===== src/rtl/shgt_pkg.sv =====
// Package for the spatial hash grid table: sizes, codes, payload and
// controller/datapath interface types. No dependencies.
package shgt_pkg;

  localparam int TABLE_SLOTS  = 256;
  localparam int BUCKET_DEPTH = 4;
  localparam int SPILL_DEPTH  = 32;
  localparam int MAX_ITEMS    = 64;

  localparam logic [31:0] HASH_KX = 32'd73856093;
  localparam logic [31:0] HASH_KY = 32'd19349663;

  localparam int CELL_W  = 24;                       // stored cell coordinate
  localparam int QCELL_W = 25;                       // query window coordinate
  localparam int IDX_W   = $clog2(TABLE_SLOTS);
  localparam int BKT_W   = (BUCKET_DEPTH > 1) ? $clog2(BUCKET_DEPTH) : 1;
  localparam int FILL_W  = $clog2(BUCKET_DEPTH + 1);
  localparam int SP_W    = $clog2(SPILL_DEPTH);
  localparam int SPF_W   = $clog2(SPILL_DEPTH + 1);
  localparam int KMAX    = (BUCKET_DEPTH > SPILL_DEPTH) ? BUCKET_DEPTH : SPILL_DEPTH;
  localparam int K_W     = $clog2(KMAX + 1);
  localparam int N_W     = $clog2(MAX_ITEMS + 1);
  localparam int KEY_W   = 2 * CELL_W;
  localparam int SLOT_W  = KEY_W + FILL_W;          // {cx, cy, fill}
  localparam int SPILL_W = KEY_W + 16;              // {cx, cy, agent}
  localparam int MEM_DEPTH = TABLE_SLOTS << BKT_W;

  typedef enum logic [1:0] {
    OP_INSERT = 2'd0,
    OP_QUERY  = 2'd1,
    OP_CLEAR  = 2'd2,
    OP_RSVD   = 2'd3
  } opcode_e;

  typedef enum logic [2:0] {
    ST_BUCKET = 3'd0,
    ST_SPILL  = 3'd1,
    ST_TFULL  = 3'd2,
    ST_SFULL  = 3'd3,
    ST_DONE   = 3'd4
  } status_e;

  typedef enum logic [3:0] {
    S_IDLE, S_DECODE, S_CLEAR, S_MUL, S_HASH, S_PRD, S_PEV,
    S_QINIT, S_SRD, S_SEV, S_SEND, S_MRD, S_MEV, S_XRD, S_XEV, S_QFIN
  } state_e;

  typedef struct packed {
    logic [1:0]         opcode;
    logic [15:0]        agent_id;
    logic signed [23:0] pos_x;
    logic signed [23:0] pos_y;
    logic [22:0]        radius;
  } req_t;

  typedef struct packed {
    logic [15:0] found_agent;
    logic        found;
    logic [2:0]  status;
    logic        truncated;
    logic        last;
  } res_t;

  typedef struct packed {
    logic    load;
    logic    mul;
    logic    hash;
    logic    probe_next;
    logic    ins_new;
    logic    ins_add;
    logic    ins_spill;
    logic    clear;
    logic    q_init;
    logic    scan_start;
    logic    scan_eval;
    logic    cell_begin;
    logic    spill_begin;
    logic    k_inc;
    logic    hit_mem;
    logic    hit_spill;
    logic    emit_status;
    logic    emit_final;
    status_e out_status;
  } cmd_t;

  typedef struct packed {
    logic [1:0] op;
    logic       mul_last;
    logic       slot_free;
    logic       slot_match;
    logic       bucket_full;
    logic       spill_full;
    logic       probe_last;
    logic       scan_last;
    logic       have_best;
    logic       k_at_fill;
    logic       k_at_spill;
    logic       spill_match;
    logic       n_full;
  } stat_t;

endpackage


===== src/rtl/shgt_ctrl.sv =====
// Controller state machine of the spatial hash grid table.
// Depends on shgt_pkg; drives the datapath by cmd_t, reads stat_t.
module shgt_ctrl (
  input  logic            clk_i,
  input  logic            rst_ni,
  input  logic            start,
  input  shgt_pkg::stat_t stat_i,
  output shgt_pkg::cmd_t  cmd_o,
  output logic            busy
);
  import shgt_pkg::*;

  state_e state_q, state_d;

  // state register
  always_ff @(posedge clk_i or negedge rst_ni) begin
    if (!rst_ni) begin
      state_q <= S_IDLE;
    end else begin
      state_q <= state_d;
    end
  end

  assign busy = (state_q != S_IDLE);

  // next state and commands
  always_comb begin
    state_d = state_q;
    cmd_o   = '0;
    cmd_o.out_status = ST_DONE;
    case (state_q)
      S_IDLE: begin
        if (start) begin
          cmd_o.load = 1'b1;
          state_d    = S_DECODE;
        end
      end
      S_DECODE: begin
        if (stat_i.op inside {OP_INSERT, OP_QUERY}) begin
          state_d = S_MUL;
        end else if (stat_i.op == OP_CLEAR) begin
          state_d = S_CLEAR;
        end else begin
          cmd_o.emit_status = 1'b1;
          state_d           = S_IDLE;
        end
      end
      S_CLEAR: begin
        cmd_o.clear       = 1'b1;
        cmd_o.emit_status = 1'b1;
        state_d           = S_IDLE;
      end
      S_MUL: begin
        cmd_o.mul = 1'b1;
        if (stat_i.mul_last) begin
          state_d = (stat_i.op == OP_INSERT) ? S_HASH : S_QINIT;
        end
      end
      S_HASH: begin
        cmd_o.hash = 1'b1;
        state_d    = S_PRD;
      end
      S_PRD: begin
        state_d = S_PEV;
      end
      // probe evaluation: free slot, own cell, next slot, or table full
      S_PEV: begin
        state_d = S_IDLE;
        if (stat_i.slot_free) begin
          cmd_o.ins_new     = 1'b1;
          cmd_o.emit_status = 1'b1;
          cmd_o.out_status  = ST_BUCKET;
        end else if (stat_i.slot_match) begin
          cmd_o.emit_status = 1'b1;
          if (!stat_i.bucket_full) begin
            cmd_o.ins_add    = 1'b1;
            cmd_o.out_status = ST_BUCKET;
          end else if (stat_i.spill_full) begin
            cmd_o.out_status = ST_SFULL;
          end else begin
            cmd_o.ins_spill  = 1'b1;
            cmd_o.out_status = ST_SPILL;
          end
        end else if (stat_i.probe_last) begin
          cmd_o.emit_status = 1'b1;
          cmd_o.out_status  = ST_TFULL;
        end else begin
          cmd_o.probe_next = 1'b1;
          state_d          = S_PRD;
        end
      end
      S_QINIT: begin
        cmd_o.q_init     = 1'b1;
        cmd_o.scan_start = 1'b1;
        state_d          = S_SRD;
      end
      S_SRD: begin
        state_d = S_SEV;
      end
      S_SEV: begin
        cmd_o.scan_eval = 1'b1;
        state_d         = stat_i.scan_last ? S_SEND : S_SRD;
      end
      S_SEND: begin
        if (stat_i.have_best) begin
          cmd_o.cell_begin = 1'b1;
          state_d          = S_MRD;
        end else begin
          state_d = S_QFIN;
        end
      end
      // bucket members of the selected cell
      S_MRD: begin
        if (stat_i.k_at_fill) begin
          cmd_o.spill_begin = 1'b1;
          state_d           = S_XRD;
        end else begin
          state_d = S_MEV;
        end
      end
      S_MEV: begin
        cmd_o.hit_mem = 1'b1;
        cmd_o.k_inc   = 1'b1;
        state_d       = stat_i.n_full ? S_IDLE : S_MRD;
      end
      // spill entries of the selected cell
      S_XRD: begin
        if (stat_i.k_at_spill) begin
          cmd_o.scan_start = 1'b1;
          state_d          = S_SRD;
        end else begin
          state_d = S_XEV;
        end
      end
      S_XEV: begin
        cmd_o.k_inc = 1'b1;
        state_d     = S_XRD;
        if (stat_i.spill_match) begin
          cmd_o.hit_spill = 1'b1;
          if (stat_i.n_full) begin
            state_d = S_IDLE;
          end
        end
      end
      S_QFIN: begin
        cmd_o.emit_final = 1'b1;
        state_d          = S_IDLE;
      end
      default: begin
        state_d = S_IDLE;
      end
    endcase
  end

endmodule


===== config.mk =====
export PLATFORM = sky130hd
export DESIGN_NAME = shgt_ctrl
export DESIGN_NICKNAME = d
export VERILOG_FILES = /design/src/rtl/shgt_pkg.sv /design/src/rtl/shgt_ctrl.sv
export SDC_FILE = /design/constraint.sdc
export NUM_CORES = 1
export LEC_CHECK = 0
export BUFFER_PORTS_ARGS = -buffer_cell sky130_fd_sc_hd__buf_4
export CAP_MARGIN = 30
export CORE_MARGIN = 4
export CORE_UTILIZATION = 25
export DETAILED_ROUTE_END_ITERATION = 10
export GPL_ROUTABILITY_DRIVEN = 0
export PLACE_DENSITY_LB_ADDON = 0.15
export REMOVE_ABC_BUFFERS = 1
export SETUP_SLACK_MARGIN = 0.1
export SYNTH_ARGS = -nofsm -noshare
export SYNTH_HDL_FRONTEND = slang
export SYNTH_SLANG_ARGS = --single-unit
export TNS_END_PERCENT = 5

===== constraint.sdc =====
create_clock -name clk_i -period 1.4 [get_ports clk_i]
set_clock_uncertainty 0.2 [all_clocks]
set_input_delay 0.07 -clock clk_i [delete_from_list [all_inputs] [get_ports clk_i]]
set_output_delay 0.07 -clock clk_i [all_outputs]
set_load 0.01 [all_outputs]

======== Word level (Yosys, flattened, before mapping) ========
Index checks and enable logic that the tools add are counted.
storage, ports and cells
  bits in registers ....................... 4
  bits of input ports ..................... 17
  output and inout bits ................... 22
cells by class
  reduce and logical (&&, ||, !) cells .... 7
  eq/ne operators ......................... 19
  multiplexer cells ....................... 56
operator list
  operator                                                         number
  4-bit case mux with 15 select lines                              1
  4-bit two-way mux                                                9
  4-bit == test, second input constant                             8
  1-bit two-way mux                                                30
  3-bit two-way mux                                                7
  4-bit by 3-bit == test with 1-bit output, second input constant  4
  2-bit two-way mux                                                7
  4-bit by 2-bit == test with 1-bit output, second input constant  2
  4-bit by 1-bit == test with 1-bit output, second input constant  1
  4-bit logical NOT                                                1
  2-bit != test, second input constant                             2
  4-bit nonzero test                                               1
  2-bit OR reduction                                               2
  1-bit case mux with 3 select lines                               1
  2-bit by 1-bit == test with 1-bit output, second input constant  1
  2-bit == test, second input constant                             1
  2-bit logical NOT                                                1
  1-bit case mux with 2 select lines                               1
  2-bit AND reduction                                              1
  2-bit nonzero test                                               1

======== Depth between registers and ports, before layout ========
Gate-level depths: netlist of the first run.
  depth in word-level cells ............... 5
  mapped depth ............................ 6
  mapped depth without buffers ............ 4

======== Least setup slack after synthesis of the first run ========
No wires, ideal clock.
  path kind ............................... register -> output
  from .................................... register state_q[0]
  to ...................................... output cmd_o[14] (netlist name)
  arrival ................................. 1.278 ns
  cell stages (with the launch flop) ...... 6
  setup slack ............................. -0.148 ns
  path buffers ............................ 1
  path through ............................ dfrtp_1 > buf_4 > nand2b_4 > nor2_1 > and4b_1 > nor2b_1
RTL lines
  what                    line             RTL
  from (decl)             shgt_ctrl.sv:13  state_e state_q, state_d;
  from (signal assigned)  shgt_ctrl.sv:20  state_q <= state_d;
  to (decl)               shgt_ctrl.sv:8   output shgt_pkg::cmd_t cmd_o,

==> results.md, run 1 <==
- CP arrival: between 1 and 1.5 ns
- Min-Delay Startpoint: stat_i[0]
- Post-synthesis instance area: about 650 sq um
- Largest net degree at the start of global routing: 10
- Data required, critical path: around 1.1 ns
- Pre-antenna DRT Iters: 4
- Total wire length: approximately 2700 um
- Max reg flops: 4
- Outcome: finished with violations
- Layout overhead on the synthesized area: 114%
- Synth Register Bits: 4
- YS warnings: 0
- Max_cap viols: 0
- Top reg by flops: state_q
- Async S/R FF share, synth: between 90% and 100%
- DIE AREA: around 0.0035 sq mm
- Vias: around 990
- Half-perimeter wire length after detailed placement: around 2000 um
- Placement-stage cell area: 0.00113 sq mm
- Crit path launch type: flip-flop
- Yosys cell types: 35
- DR vias/cell: 4.94
- R2r worst-path depth: 6
- CTS tree: built
- CTS Buf Count: 3
- EDFF count, synth: 0
- Initial antenna violation count: 0
- Maximum VDD drop: 0.000810 V
- Max Slew Vio Count: 0
- Syn_area_per_cell: 6.61 sq um
- Worst r2r src: state_q[2]$_DFFE_PN0P_
- CP endpoint kind: output port
- Crit Path Class: flip-flop to output port
- RSZ-0062 raised after global routing: true
- H-tree Lvls: 1
- Detailed router's first-iteration violation count: 19
- Hold Path End: state_q[3]$_DFFE_PN0P_
- Clk root buf: clkbuf_4
- Grt ovf: 0
- Clock Latency Late Sink: about 0.25 ns
- Hold path cells: 4
- Max_slew headroom: around three quarters
- Nets@finish: 190
- Die Ht: about 60 um
- Most frequent cells in the layout: buf_4 (66), nor2_1 (8), buf_6 (8)
- Pwr dens: 1660 mW/mm^2
- Post-route DRC: 0
- Number of setup violations in the final report: 26
- Failing checks: setup timing
- R2r endpoint: state_q[1]$_DFFE_PN0P_
- Routed Antenna Nets: 0
- Worst Max-Slew Pin Slew: between 0.3 and 0.4 ns
- Post-route cell area: 0.00139 sq mm
- Share of layout cells above drive strength 1: about 63%
- WL/cell: 13.5 um
- Most common cell after layout, fill and taps aside: buf_4
- Final Core Density: about 56%
- Worst setup margin: -0.307 ns
- Core Box Area: about 0.0025 sq mm
- Hold Path Class: primary input to flip-flop
- Bufs on Longest Clock Path: 2
- Rows: 18
- Layout filler cell count: roughly 230
- Clock transition at path regs: around 0.040 ns
- Post-route clock period utilization: 122%
- Vias in the first global route: ~1000
- Starting Density: a little over a quarter
- All-layer global routing usage: 16.3%
- Fmax: 586 MHz
- First-pass GRT wire length: about 4400 um
- Biggest regs: state_q: 4 flops
- Ys flop type: dfrtp_1
- PortBufs: 38
- Flop2flop setup slack: -0.24 ns
- Final min period: between 1.5 and 2 ns
- Sequential cell area fraction in the yosys report: 15.4%
- Max Fanout on Critical Path: 5
- Final hold vios: 0
- Num ports: 39
- # diodes: 0
- Cell leakage power: around 0.66 nW
- Die X: 58.9 um
- Syn Inst Count: a little under 100
- Clock sink count: 4
per-stage QoR:
stage / TNS, ns / setup WS [ns] / cells / hold WS [ns] / power [W]
2_1_floorplan: -1.33 / -0.290 / 91 / -0.426 / 0.000941
3_3_place_gp: -1.62 / -0.242 / 187 / -0.332 / 0.00172
3_5_place_dp: -1.43 / -0.222 / 187 / -0.332 / 0.00172
4_1_cts: -4.66 / -0.303 / 199 / 0.0170 / 0.00218
5_1_grt: -6.49 / -0.375 / 201 / 0.0490 / 0.00249
6_report: -4.86 / -0.307 / 201 / 0.0384 / 0.00231
per-layer routing:
metal  track usage [%]  share of wire [%]  up-vias
met4              9.39                2.4        0
met2              27.6                 49       44
li1                  -                  -      497
met1              19.8                 41      443
met3              1.97                7.4        9
met5                 0                  0        -
synth_stat cells (3+ instances only):
| cell | count | area share [%] |
|---|---|---|
| nand2_1 | 8 | 4.6 |
| o21ai_1 | 3 | 2.3 |
| dfrtp_1 | 4 | 15 |
| nand3_1 | 4 | 3.1 |
| nor3_1 | 8 | 6.2 |
| a21oi_1 | 8 | 6.2 |
| buf_2 | 4 | 3.1 |
| nor2_1 | 15 | 8.7 |
| nand2b_1 | 7 | 6.8 |
| a31oi_1 | 3 | 2.9 |
| o21ai_0 | 3 | 2.3 |
report_power, final:
part	switching (W)	internal, W
sequential	0.000118	0.000181
combinational	0.000878	0.000977
clock	0.0000553	0.0000964
total	0.00105	0.00125
area by class of cell:
| type | count | area [sq um] | share of cell area [%] |
|---|---|---|---|
| Inverter | 4 | 20.0 | 1.44 |
| Timing Repair Buffer | 77 | 616 | 44.3 |
| Multi-Input combinational cell | 83 | 589 | 42.4 |
| Clock buffer | 3 | 22.5 | 1.62 |
| Tap cell | 30 | 37.5 | 2.70 |
| Sequential cell | 4 | 105 | 7.56 |
worst max-delay path by stage:
| stage | start | end | cells past startpoint |
|---|---|---|---|
| finish | state_q[3]$_DFFE_PN0P_ | cmd_o[14] | 5 |
| global route | state_q[3]$_DFFE_PN0P_ | cmd_o[14] | 5 |
| CTS | state_q[1]$_DFFE_PN0P_ | cmd_o[15] | 5 |
| detailed placement | state_q[0]$_DFFE_PN0P_ | cmd_o[14] | 5 |
| global placement | state_q[1]$_DFFE_PN0P_ | state_q[0]$_DFFE_PN0P_ | 5 |
| floorplan | state_q[3]$_DFFE_PN0P_ | cmd_o[14] | 4 |
cells by family after synthesis:
logic type             after synthesis  share of synthesized area, %
AOI/OAI and AO/OA                   25                          24.1
buffers and inverters               11                          10.0
DFF                                  4                          15.4
and+or+nand+nor                     58                          50.4
critical path: stages (launching register included):
cell	delay [ns]
dfrtp_2	0.43
nand2b_4	0.16
nor2_4	0.11
and4b_1	0.23
nor2b_4	0.15
buf_6	0.10
what timing repair did:
item	in CTS	in global routing
gates resized for setup	29	14
hold buffers	3	0
setup buffers	6	2
endpoints found under the hold margin	5	0
pin swaps	10	7
setup endpoints to repair	26	26
Power figures use the tool's default switching activity.
==> run 2: changes to the inputs <==
Settings changed: CORE_ASPECT_RATIO from default to 1.1.
==> run 2 against run 1 <==
  * The flow still finishes with violations (setup timing)
  * First-iteration DRC count up 58%
  * Largest power group unchanged
  * Sequential share of layout area up 0.10 points
  * Design area down 1.3%
==> results.md, run 2 (synthesis gave the netlist of run 1 again) <==
- Outcome: finished with violations (unchanged)
- Failing checks: setup timing (unchanged)
- Die Ht: 61.4 um (was 58.9 um)
- Post-route DRC: 0 (unchanged)
- Grt ovf: 0 (unchanged)
- Post-route cell area: 0.00137 sq mm (was 0.00139 sq mm)
- Critical Path Slowest Stage Cell: dfrtp_2 (unchanged)
- Final hold vios: 0 (unchanged)
- Layout filler cell count: 246 (was 234)
- Crit-path max cell delay: 0.45 ns (was 0.43 ns)
- Pwr dens: 1660 mW/mm^2 (about the same)
- DR vias/cell: 5.09 (was 4.94)
- Placement-stage cell area: 0.00111 sq mm (was 0.00113 sq mm)
- PortBufs: 38 (unchanged)
- Data required, critical path: 1.13 ns (about the same)
- Worst r2r src: state_q[3]$_DFFE_PN0P_ (was state_q[2]$_DFFE_PN0P_)
- Half-perimeter wire length after detailed placement: 1970 um (about the same)
- R2r endpoint: state_q[0]$_DFFE_PN0P_ (was state_q[1]$_DFFE_PN0P_)
- R2r worst-path depth: 5 (was 6)
- Flop2flop setup slack: -0.19 ns (was -0.24 ns)
- Clock sink count: 4 (unchanged)
- Most frequent cells in the layout: buf_4 (61), buf_6 (9), nor2_1 (8) (was buf_4 (66), nor2_1 (8), buf_6 (8))
- CP arrival: 1.46 ns (was 1.44 ns)
- First-pass GRT wire length: 4290 um (was 4350 um)
- # diodes: 0 (unchanged)
- Fmax: 577 MHz (was 586 MHz)
- CTS Buf Count: 3 (unchanged)
- Nets@finish: 186 (was 190)
- Clock transition at path regs: 0.05 ns (was 0.04 ns)
- Total wire length: 2710 um (was 2720 um)
- Worst Setup SP: state_q[3]$_DFFE_PN0P_ (unchanged)
- Initial antenna violation count: 0 (unchanged)
- Max reg flops: 4 (unchanged)
- All-layer global routing usage: 15.8% (was 16.3%)
- CP endpoint kind: output port (unchanged)
- Final min period: 1.73 ns (was 1.71 ns)
- Post-route clock period utilization: 124% (was 122%)
- Rows: 19 (was 18)
- Hold path cells: 4 (unchanged)
- WL/cell: 13.7 um (was 13.5 um)
- Detailed router's first-iteration violation count: 30 (was 19)
- Worst Max-Slew Pin Slew: 0.300 ns (was 0.349 ns)
- Starting Density: 26.0% (was 26.2%)
- Worst-path cell chain: nand2b_4, nor2_4, and4b_1, nor2b_2, buf_4 (was nand2b_4, nor2_4, and4b_1, nor2b_4, buf_6)
- Setup WS pre-CTS: -0.219 ns (was -0.222 ns)
- Max_slew headroom: 79.8% (was 76.5%)
- RSZ-0062 raised after global routing: true (unchanged)
- Multi-input gate area: 598 sq um (was 589 sq um)
- Hold Path Class: primary input to flip-flop (unchanged)
- Cell leakage power: 0.631 nW (was 0.656 nW)
- Core Box Area: 0.00250 sq mm (was 0.00248 sq mm)
- Pre-antenna DRT Iters: 4 (unchanged)
- Share of layout cells above drive strength 1: 65.3% (was 63.2%)
- Vias in the first global route: 999 (was 1013)
- Most common cell after layout, fill and taps aside: buf_4 (unchanged)
- Top reg by flops: state_q (unchanged)
- Max Fanout on Critical Path: 5 (unchanged)
- Hold Path End: state_q[0]$_DFFE_PN0P_ (was state_q[3]$_DFFE_PN0P_)
- Vias: 1008 (was 993)
- CTS tree: built (unchanged)
- Setup TNS Final: -4.84 ns (was -4.86 ns)
- Routed Antenna Nets: 0 (unchanged)
- Die X: 56.5 um (was 58.9 um)
- Max_cap viols: 0 (unchanged)
- Min-Delay Startpoint: start (was stat_i[0])
- Max Slew Vio Count: 0 (unchanged)
- Maximum VDD drop: 0.000720 V (was 0.000810 V)
- Number of setup violations in the final report: 25 (was 26)
- Largest net degree at the start of global routing: 11 (was 10)
- Biggest regs: state_q: 4 flops (unchanged)
- Num ports: 39 (unchanged)
- DIE AREA: 0.00347 sq mm (about the same)
- H-tree Lvls: 1 (unchanged)
- Clk root buf: clkbuf_4 (unchanged)
- Bufs on Longest Clock Path: 2 (unchanged)
- Worst setup margin: -0.334 ns (was -0.307 ns)
- FF/Latch Area: 105 sq um (unchanged)
- Crit Path Class: flip-flop to output port (unchanged)
- Layout overhead on the synthesized area: 112% (was 114%)
- Crit path launch type: flip-flop (unchanged)
- Clock Latency Late Sink: 0.25 ns (about the same)
-- run 2: changes by cell type in the layout (fill, tap and decap cells not counted), sizes merged --
cell	before	now
buf	74	70
-- run 2: how the worst max path moves through the flow --
stage | to | slack, ns | cells after the start
after floorplan | cmd_o[14] | -0.29 | 4
after global placement | cmd_o[14] | -0.22 | 5
after detailed placement | cmd_o[15] | -0.22 | 5
after CTS | cmd_o[15] | -0.31 | 5
after global routing | cmd_o[14] | -0.39 | 5
final | cmd_o[14] | -0.33 | 5
-- run 2: repair_timing --
action,in CTS,in global routing
hold endpoints to repair,5,0
setup endpoints to repair,26,26
buffers inserted,5,2
hold buffers,3,0
pin swaps,3,5
resized for setup,21,24
-- run 2: power breakdown --
part	internal (W)	switching (W)	leakage [nW]
registers	0.000181	0.000136	0.0442
logic	0.000938	0.000870	0.573
clock network	0.0000967	0.0000594	0.0138
-- run 2: per-layer routing --
layer / share of wire [%] / vias up / global-route usage, %
met5: 0 / - / 0
met4: 2.0 / 0 / 6.10
met3: 6.5 / 7 / 2.94
met2: 53 / 37 / 30.5
met1: 39 / 475 / 17.2
li1: - / 489 / -
-- run 2: cell type report --
class	instances	area share (%)
multi-input cells	83	43.6
repair buffers	73	43.0
flip-flops and latches	4	7.66
well taps	31	2.83
clock buffers	3	1.64
inverters	4	1.28
-- run 2: stage by stage --
step                      power [W]  cells  hold slack, ns  utilization, %
after global placement      0.00169    185          -0.334            44.5
after detailed placement    0.00169    185          -0.334            44.5
after global routing        0.00246    198          0.0670            54.9
after CTS                   0.00205    196          0.0334            50.9
final                       0.00228    198          0.0422            54.9
after floorplan            0.000941     91          -0.426               -
-- run 2: worst max-delay path, delay by kind of cell, from the launching register on --
| family | cells | cell delay (ns) |
|---|---|---|
| simple gates | 4 | 0.64 |
| flops | 1 | 0.45 |
| buf+inv | 1 | 0.12 |
